===== src/sv/ssil_pkg.sv =====
package ssil_pkg;

  // store capacity and derived widths
  localparam int CAPACITY = 64;
  localparam int CNT_W    = $clog2(CAPACITY + 1);
  localparam int VAL_W    = 32;
  localparam int OUT_CNT_W = 7;

  // opcodes
  localparam logic OP_INSERT = 1'b0;
  localparam logic OP_LOOKUP = 1'b1;

  // inverting the sign bit makes unsigned order match signed order
  localparam logic [VAL_W-1:0] SIGN_FLIP = {1'b1, {(VAL_W-1){1'b0}}};

  // input transaction
  typedef struct packed {
    logic                    opcode;
    logic signed [VAL_W-1:0] value;
  } in_t;

  // result transaction
  typedef struct packed {
    logic                 found;
    logic                 inserted;
    logic                 full_res;
    logic [OUT_CNT_W-1:0] count;
  } out_t;

  // classified command from front to back
  typedef struct packed {
    logic             is_insert;
    logic [VAL_W-1:0] key;
  } cmd_t;

  // compare outcome of the cell row
  typedef struct packed {
    logic [CAPACITY-1:0] lt;
    logic                hit;
  } cmp_res_t;

endpackage


===== src/sv/ssil_front.sv =====
module ssil_front (
  input  logic          clk,
  input  logic          rst,
  input  logic          push,
  input  ssil_pkg::in_t item,
  output logic          full,
  output logic          cmd_valid,
  output ssil_pkg::cmd_t cmd,
  input  logic          cmd_take
);
  import ssil_pkg::*;

  localparam int QD = 2;

  cmd_t       queue [QD];
  logic       wr_ptr;
  logic       rd_ptr;
  logic [1:0] fill;
  logic [1:0] fill_next;
  logic       push_ok;
  cmd_t       cls;

  // classify the incoming transaction
  always_comb begin
    cls.is_insert = (item.opcode == OP_INSERT);
    cls.key       = item.value ^ SIGN_FLIP;
  end

  assign full      = (fill == 2'(QD));
  assign push_ok   = push && !full;
  assign cmd_valid = (fill != 2'd0);
  assign cmd       = queue[rd_ptr];

  // fill count update
  always_comb begin
    unique case ({push_ok, cmd_take})
      2'b10:   fill_next = fill + 2'd1;
      2'b01:   fill_next = fill - 2'd1;
      default: fill_next = fill;
    endcase
  end

  // queue storage
  always_ff @(posedge clk) begin
    if (push_ok) begin
      queue[wr_ptr] <= cls;
    end
  end

  // queue pointers
  always_ff @(posedge clk) begin
    if (rst) begin
      wr_ptr <= 1'b0;
      rd_ptr <= 1'b0;
      fill   <= 2'd0;
    end else begin
      if (push_ok) begin
        wr_ptr <= ~wr_ptr;
      end
      if (cmd_take) begin
        rd_ptr <= ~rd_ptr;
      end
      fill <= fill_next;
    end
  end

`ifndef SYNTHESIS
  a_fill_bound: assert property (@(posedge clk) disable iff (rst) fill <= 2'(QD))
    else $error("front queue overfilled");
  a_take_valid: assert property (@(posedge clk) disable iff (rst) cmd_take |-> cmd_valid)
    else $error("command taken from empty queue");
  a_ptr_gap: assert property (@(posedge clk) disable iff (rst)
      (fill == 2'd1) |-> (wr_ptr != rd_ptr))
    else $error("queue pointers disagree with fill");
`endif

endmodule


===== config.mk =====
export PLATFORM = sky130hd
export DESIGN_NAME = ssil_front
export DESIGN_NICKNAME = d
export VERILOG_FILES = /design/src/sv/ssil_pkg.sv /design/src/sv/ssil_front.sv
export SDC_FILE = /design/constraint.sdc
export NUM_CORES = 1
export LEC_CHECK = 0
export BUFFER_PORTS_ARGS = -buffer_cell sky130_fd_sc_hd__buf_2
export CAP_MARGIN = 20
export CORE_MARGIN = 2
export CORE_UTILIZATION = 30
export CTS_BUF_LIST = sky130_fd_sc_hd__clkbuf_4 sky130_fd_sc_hd__clkbuf_8
export CTS_CLUSTER_SIZE = 24
export DETAILED_ROUTE_END_ITERATION = 8
export GPL_ROUTABILITY_DRIVEN = 0
export PLACE_DENSITY = 0.51
export SLEW_MARGIN = 20
export SYNTH_ARGS = -nofsm -noshare
export SYNTH_HDL_FRONTEND = slang
export SYNTH_SLANG_ARGS = --single-unit

===== constraint.sdc =====
create_clock -name clk -period 3.75 [get_ports clk]
set_clock_uncertainty 0.2 [all_clocks]
set_input_delay 0.1875 -clock clk [delete_from_list [all_inputs] [get_ports clk]]
set_output_delay 0.1875 -clock clk [all_outputs]
set_load 0.05 [all_outputs]

== After elaboration in Yosys (flattened, before gate mapping) ==
Memory sizes are Yosys's and may differ from the RTL's. A register that Yosys moved wholly into a read port is not among the register bits.
Cells that the tools add are included.
Widths: inputs -> output; s select.
Word-level totals
  bits in writable memories: 66
  memories kept: 1
  input port bits: 37
  flip-flop bits (word level): 4
  output and inout port bits: 35
Memories
  queue: words 2, bits a word 33, read ports 1, clocked after Yosys merged registers in 1, write ports 1, RTL line ssil_front.sv:15  | cmd_t queue [QD];
Operators by class
  equal/unequal tests: 3
  multiplexer cells: 5
  reductions and logical operators: 4
  bitwise operators: 4
  add/subtract/negate cells: 2
Operators by type and width (number)
  $eq 2x2->1 const B: 2
  $mux 1: 4
  $not 1->1: 4
  $pmux 2 s2: 1
  $reduce_bool 2->1: 2
  $add 2x1->2 const B: 1
  $eq 2x1->1 const B: 1
  $sub 2x1->2 const B: 1
  $logic_and 1x1->1: 1
  $logic_not 1->1: 1

== Logic depth before layout (Yosys ltp) ==
  word-level depth: 5
  gate-level depth with buffers: 6
  mapped depth without buffers: 6

== Worst setup path before layout ==
No wires, ideal clock.
  kind: register to register
  start point: register fill[0]
  end point: memory queue[0][0] in the netlist's numbering, enable pin
  cell stages (with the launch flop): 5
  setup slack: 1526 ps
  period minus slack after synthesis: 2224 ps
  arrival: 1637 ps
  library setup time: 388 ps
  required time: 3162 ps
  path through: dfxtp_1 -> nand2b_2 -> inv_2 -> or3_1 -> inv_1
Between the ends
  word-level cells in the longest chain between the ends: 5
RTL lines
  start, declared: RTL line ssil_front.sv:18  | logic [1:0] fill;
  start signal, assigned: RTL line ssil_front.sv:63  | fill <= fill_next;
  $eq 2x2->1: RTL line ssil_front.sv:29  | assign full = (fill == 2'(QD));
  via full: RTL line ssil_front.sv:6  | output logic full,
  $logic_not 1->1: RTL line ssil_front.sv:30  | assign push_ok = push && !full;
  $logic_and 1x1->1: RTL line ssil_front.sv:30
  $mux 1: RTL line ssil_front.sv:45  | if (push_ok) begin
  $mux 1 (implied by the code): RTL line ssil_front.sv:46  | queue[wr_ptr] <= cls;
  end, declared: RTL line ssil_front.sv:15
The timed path passes the listed nets, and every way through them passes these cells.

== Worst setup path after layout ==
  start point: register fill[0]
  end point: memory queue[0][9] in the netlist's numbering, enable pin
Between the ends
  word-level cells in the longest chain between the ends: 5
RTL lines (RTL line)
  $eq 2x2->1: ssil_front.sv:29
  $logic_not 1->1: ssil_front.sv:30
  $logic_and 1x1->1: ssil_front.sv:30
  $mux 1: ssil_front.sv:45
  $mux 1 (implied by the code): ssil_front.sv:46
No other way between the ends.

==> report_table.html <==
<table>
<tr><th>Metric</th><th>Value</th></tr>
<tr><th colspan="2">Status</th></tr>
<tr><td>Outcome</td><td>complete, no violations</td></tr>
<tr><th colspan="2">CTS</th></tr>
<tr><td>Clock latency on the worst-skew pair</td><td>between 0.3 and 0.4 ns</td></tr>
<tr><td>Root Buffer Master</td><td>clkbuf_8</td></tr>
<tr><td>Maximum buffer depth of the clock tree</td><td>2</td></tr>
<tr><td>Total clock sinks</td><td>around 70</td></tr>
<tr><td>Clock tree from TritonCTS</td><td>yes</td></tr>
<tr><td>Total setup buffers inserted after CTS</td><td>0</td></tr>
<tr><td>Hold_buf cts</td><td>35</td></tr>
<tr><td>Clk pin slew, worst setup/hold paths</td><td>~0.07 ns</td></tr>
<tr><td>H-Tree Level Count</td><td>3</td></tr>
<tr><td>Inserted Clock Buffers</td><td>9</td></tr>
<tr><td>Post-cts gate resize count</td><td>0</td></tr>
<tr><th colspan="2">Yosys</th></tr>
<tr><td>Distinct cells, synth</td><td>17</td></tr>
<tr><td>Most common library cells after synthesis</td><td>edfxtp_1, mux2_2, dfxtp_1</td></tr>
<tr><td>Top cells by area, synth</td><td>edfxtp_1, mux2_2, dfxtp_1, buf_2, xnor2_1</td></tr>
<tr><td>Post-synthesis average cell area</td><td>approximately 20 sq um</td></tr>
<tr><td>Cell type contributing the most total cell area after synthesis</td><td>edfxtp_1</td></tr>
<tr><td>Ys async rst share</td><td>0%</td></tr>
<tr><td>Predominant post-synthesis flop cell</td><td>edfxtp_1</td></tr>
<tr><td>Post-synthesis register bit count</td><td>a little over 70</td></tr>
<tr><td>Number of enable flip-flop cells after synthesis</td><td>66</td></tr>
<tr><td>Total number of yosys warnings</td><td>0</td></tr>
<tr><td>Post-Syn Instances</td><td>130</td></tr>
<tr><td>Net count of the mapped netlist</td><td>between 150 and 200</td></tr>
<tr><td>Sequential-to-total area share from yosys stat</td><td>80.1%</td></tr>
<tr><td>Area of the mapped netlist</td><td>between 2000 and 3000 sq um</td></tr>
<tr><td>Portion of synthesized cell area occupied by the leading cell type</td><td>roughly 76%</td></tr>
<tr><td>Most used standard cell by instance count after synthesis</td><td>edfxtp_1</td></tr>
<tr><th colspan="2">Die</th></tr>
<tr><td>Width of the die</td><td>~97 um</td></tr>
<tr><td>Initial standard-cell utilization of the core</td><td>roughly 31%</td></tr>
<tr><td>Number of primary I/O pins</td><td>72</td></tr>
<tr><td>FP Rows</td><td>33</td></tr>
<tr><td>Overall die area</td><td>~9400 sq um</td></tr>
<tr><td>Core outline area</td><td>8300 sq um</td></tr>
<tr><td>Vertical extent of the die</td><td>between 90 and 100 um</td></tr>
<tr><th colspan="2">Worst hold path</th></tr>
<tr><td>Class of the worst hold path</td><td>input pin to flop</td></tr>
<tr><td>Start point of the worst min-delay path</td><td>push</td></tr>
<tr><td>Endpoint of the worst hold-timing path</td><td>wr_ptr</td></tr>
<tr><td>Hold path cells</td><td>4</td></tr>
<tr><th colspan="2">STA</th></tr>
<tr><td>Remaining max-slew budget at the tightest pin</td><td>44.7%</td></tr>
<tr><td>Number of pins with negative max-slew slack in the final report</td><td>0</td></tr>
<tr><td>RSZ-0062 raised after global routing</td><td>false</td></tr>
<tr><td>Setup WS post-layout</td><td>about 1.5 ns</td></tr>
<tr><td>Hold Vio Cnt, Final</td><td>0</td></tr>
<tr><td>Minimum clock period</td><td>roughly 2.2 ns</td></tr>
<tr><td>Setup Total Neg Slack</td><td>0 ns</td></tr>
<tr><td>Highest clock frequency the design can meet</td><td>approximately 450 MHz</td></tr>
<tr><td>Transition time at the pin with the least slew margin</td><td>0.830 ns</td></tr>
<tr><td>Number of failing setup endpoints in the final timing report</td><td>0</td></tr>
<tr><td>Final period util</td><td>approximately three fifths</td></tr>
<tr><th colspan="2">GRT</th></tr>
<tr><td>First-pass GRT wire length</td><td>a little under 8000 um</td></tr>
<tr><td>Met1 Track Usage GR</td><td>between 10% and 20%</td></tr>
<tr><td>Pin count of the biggest net entering global routing</td><td>34</td></tr>
<tr><td>Global route overflow</td><td>0</td></tr>
<tr><td>M2 GR Usage</td><td>around 18%</td></tr>
<tr><td>Vias in the first global route</td><td>1605</td></tr>
<tr><td>Met3 usage in global routing</td><td>~2.3%</td></tr>
<tr><td>Initial antenna violation count</td><td>0</td></tr>
<tr><td>Global-route total usage across every layer</td><td>10.8%</td></tr>
<tr><td>Most Crowded Layer GR</td><td>met2</td></tr>
<tr><th colspan="2">Routing</th></tr>
<tr><td>Mean number of vias per cell</td><td>4.23</td></tr>
<tr><td>Routed vias</td><td>approximately 1500</td></tr>
<tr><td>Final wirelength</td><td>~4800 um</td></tr>
<tr><td>Count of nets left with antenna violations after detail routing</td><td>0</td></tr>
<tr><td>Number of remaining DRC errors</td><td>0</td></tr>
<tr><td>Mean routed wirelength per cell</td><td>roughly 14 um</td></tr>
<tr><td>First-iteration detailed-routing DRC count</td><td>23</td></tr>
<tr><td>Pre-antenna DRT Iters</td><td>4</td></tr>
<tr><th colspan="2">Worst setup path</th></tr>
<tr><td>Required time reported for the critical path endpoint</td><td>roughly 3.6 ns</td></tr>
<tr><td>Category of the critical setup timing path</td><td>flop to flop</td></tr>
<tr><td>Slowest-stage cell, CP</td><td>inv_1</td></tr>
<tr><td>Register-to-register path setup slack</td><td>1.51 ns</td></tr>
<tr><td>Largest stage delay on the critical path</td><td>0.41 ns</td></tr>
<tr><td>Worst-path fanout max</td><td>21</td></tr>
<tr><td>Cells traversed along the worst timing path</td><td>nand2b_2 -&gt; inv_2 -&gt; or3_1 -&gt; inv_1 -&gt; buf_4</td></tr>
<tr><td>Arrival time at the worst endpoint</td><td>about 2.1 ns</td></tr>
<tr><td>Crit path launch type</td><td>flop</td></tr>
<tr><td>R2R Path Start</td><td>fill[0]</td></tr>
<tr><td>Crit path capture type</td><td>flop</td></tr>
<tr><td>Worst reg-to-reg path cell count</td><td>5</td></tr>
<tr><td>Capturing point of the worst reg2reg path</td><td>queue[0][9]</td></tr>
<tr><th colspan="2">Layout</th></tr>
<tr><td>Number of nets in the layout</td><td>about 280</td></tr>
<tr><td>Number of diodes added for antenna fixing</td><td>0</td></tr>
<tr><td>Share of final-layout standard cells stronger than drive strength 1</td><td>between 50% and 60%</td></tr>
<tr><td>Filler cell count</td><td>about 760</td></tr>
<tr><td>Total area of multi-input combinational cells</td><td>~480 sq um</td></tr>
<tr><td>Layout Area Growth over Synthesis</td><td>41.3%</td></tr>
<tr><td>Sequential cell area</td><td>about 2100 sq um</td></tr>
<tr><th colspan="2">Placed design</th></tr>
<tr><td>Count of input and output buffers</td><td>between 70 and 80</td></tr>
<tr><td>Worst setup slack before clock tree synthesis</td><td>around 1.5 ns</td></tr>
<tr><td>Post-detailed-placement half-perimeter wirelength</td><td>around 3000 um</td></tr>
<tr><th colspan="2">Pwr</th></tr>
<tr><td>Power density of the placed cells</td><td>slightly below 600 nW/um^2</td></tr>
<tr><td>Lkg Pwr</td><td>between 1 and 1.5 nW</td></tr>
<tr><td>Peak supply drop</td><td>about 190 uV</td></tr>
<tr><th colspan="2">Flow run</th></tr>
<tr><td>Number of maximum-capacitance constraint violations</td><td>0</td></tr>
</table>
-- per-stage QoR --
stage / cells / power [mW] / instance area [sq um] / hold WS [ns] / utilization [%]
after global placement: 304 / 1.41 / 3080 / 0.177 / 37.1
after global routing: 355 / 2.22 / 3670 / 0.0846 / 44.3
after CTS: 355 / 2.17 / 3670 / 0.0202 / 44.3
after floorplan: 130 / 1.31 / 2600 / 0.0566 / -
final: 355 / 2.14 / 3670 / 0.0332 / 44.3
after detailed placement: 304 / 1.41 / 3080 / 0.180 / 37.1
-- placed cells by master, fill, tap and decap left out, types with 2 or more instances in the layout --
master,netlist,routed
clkinvlp_4,0,2
xnor2_1,2,2
or3_1,2,2
clkbuf_8,0,9
mux2_2,33,33
edfxtp_1,66,66
dfxtp_1,5,5
dlygate4sd3_1,0,35
o21ai_0,2,2
a21oi_1,2,2
buf_4,0,2
inv_1,4,4
bufinv_16,0,3
nor2_1,3,3
buf_2,4,71
-- logic make-up (layout without fill, tap and decap cells) --
group / after synthesis / count (layout) / synth area share [%]
xor gates and xnor gates: 3 / 3 / 1.01
DFF: 71 / 71 / 80.1
and+or+nand+nor: 9 / 9 / 1.88
adders and majority gates: 1 / 1 / 0.481
muxes: 33 / 33 / 14.3
buffers and inverters: 9 / 129 / 1.49
AOI/OAI and AO/OA: 4 / 4 / 0.770
-- worst max path at each step --
| stage | from | end | slack [ns] | depth (start not counted) |
|---|---|---|---|---|
| 2_1_floorplan | fill[0] | queue[0][0] | 1.53 | 4 |
| 3_3_place_gp | fill[0] | queue[0][6] | 1.48 | 5 |
| 3_5_place_dp | fill[0] | queue[0][19] | 1.46 | 5 |
| 4_1_cts | fill[0] | queue[0][21] | 1.45 | 5 |
| 5_1_grt | fill[0] | queue[0][4] | 1.34 | 5 |
| 6_report | fill[0] | queue[0][9] | 1.51 | 5 |
-- report_power, final --
group / internal (mW) / switching, mW / leakage, nW
sequential: 0.949 / 0.0173 / 0.658
clock: 0.447 / 0.275 / 0.114
combinational: 0.140 / 0.310 / 0.636
total: 1.54 / 0.602 / 1.41
-- layer usage --
metal  vias up  share of wire (%)  routed length [um]
met4         0                2.7                 129
met3        11                4.8                 230
met2        40                 49                2380
met5         -                  0                   0
li1        723                  -                   -
met1       727                 43                2100
-- worst max-delay path: cells and delay by family (launching register included) --
kind,cells,cell delay (ns)
buffers and inverters,3,0.85
flip-flops,1,0.38
AND/OR/NAND/NOR,2,0.48
-- state kept, by name, indices dropped and copies added, names as in the netlist, named ones only --
register	cells
rd_ptr	1
queue	66
wr_ptr	1
fill	2
-- final cells by class --
class	count	share of cell area, %
clock inverters	6	2.96
clock buffers	10	3.58
inverters	5	0.511
well taps	105	3.58
multi-input cells	50	13.1
flip-flops and latches	71	56.7
repair buffers	108	19.6
Note: power is estimated with default switching activity, not from simulation.
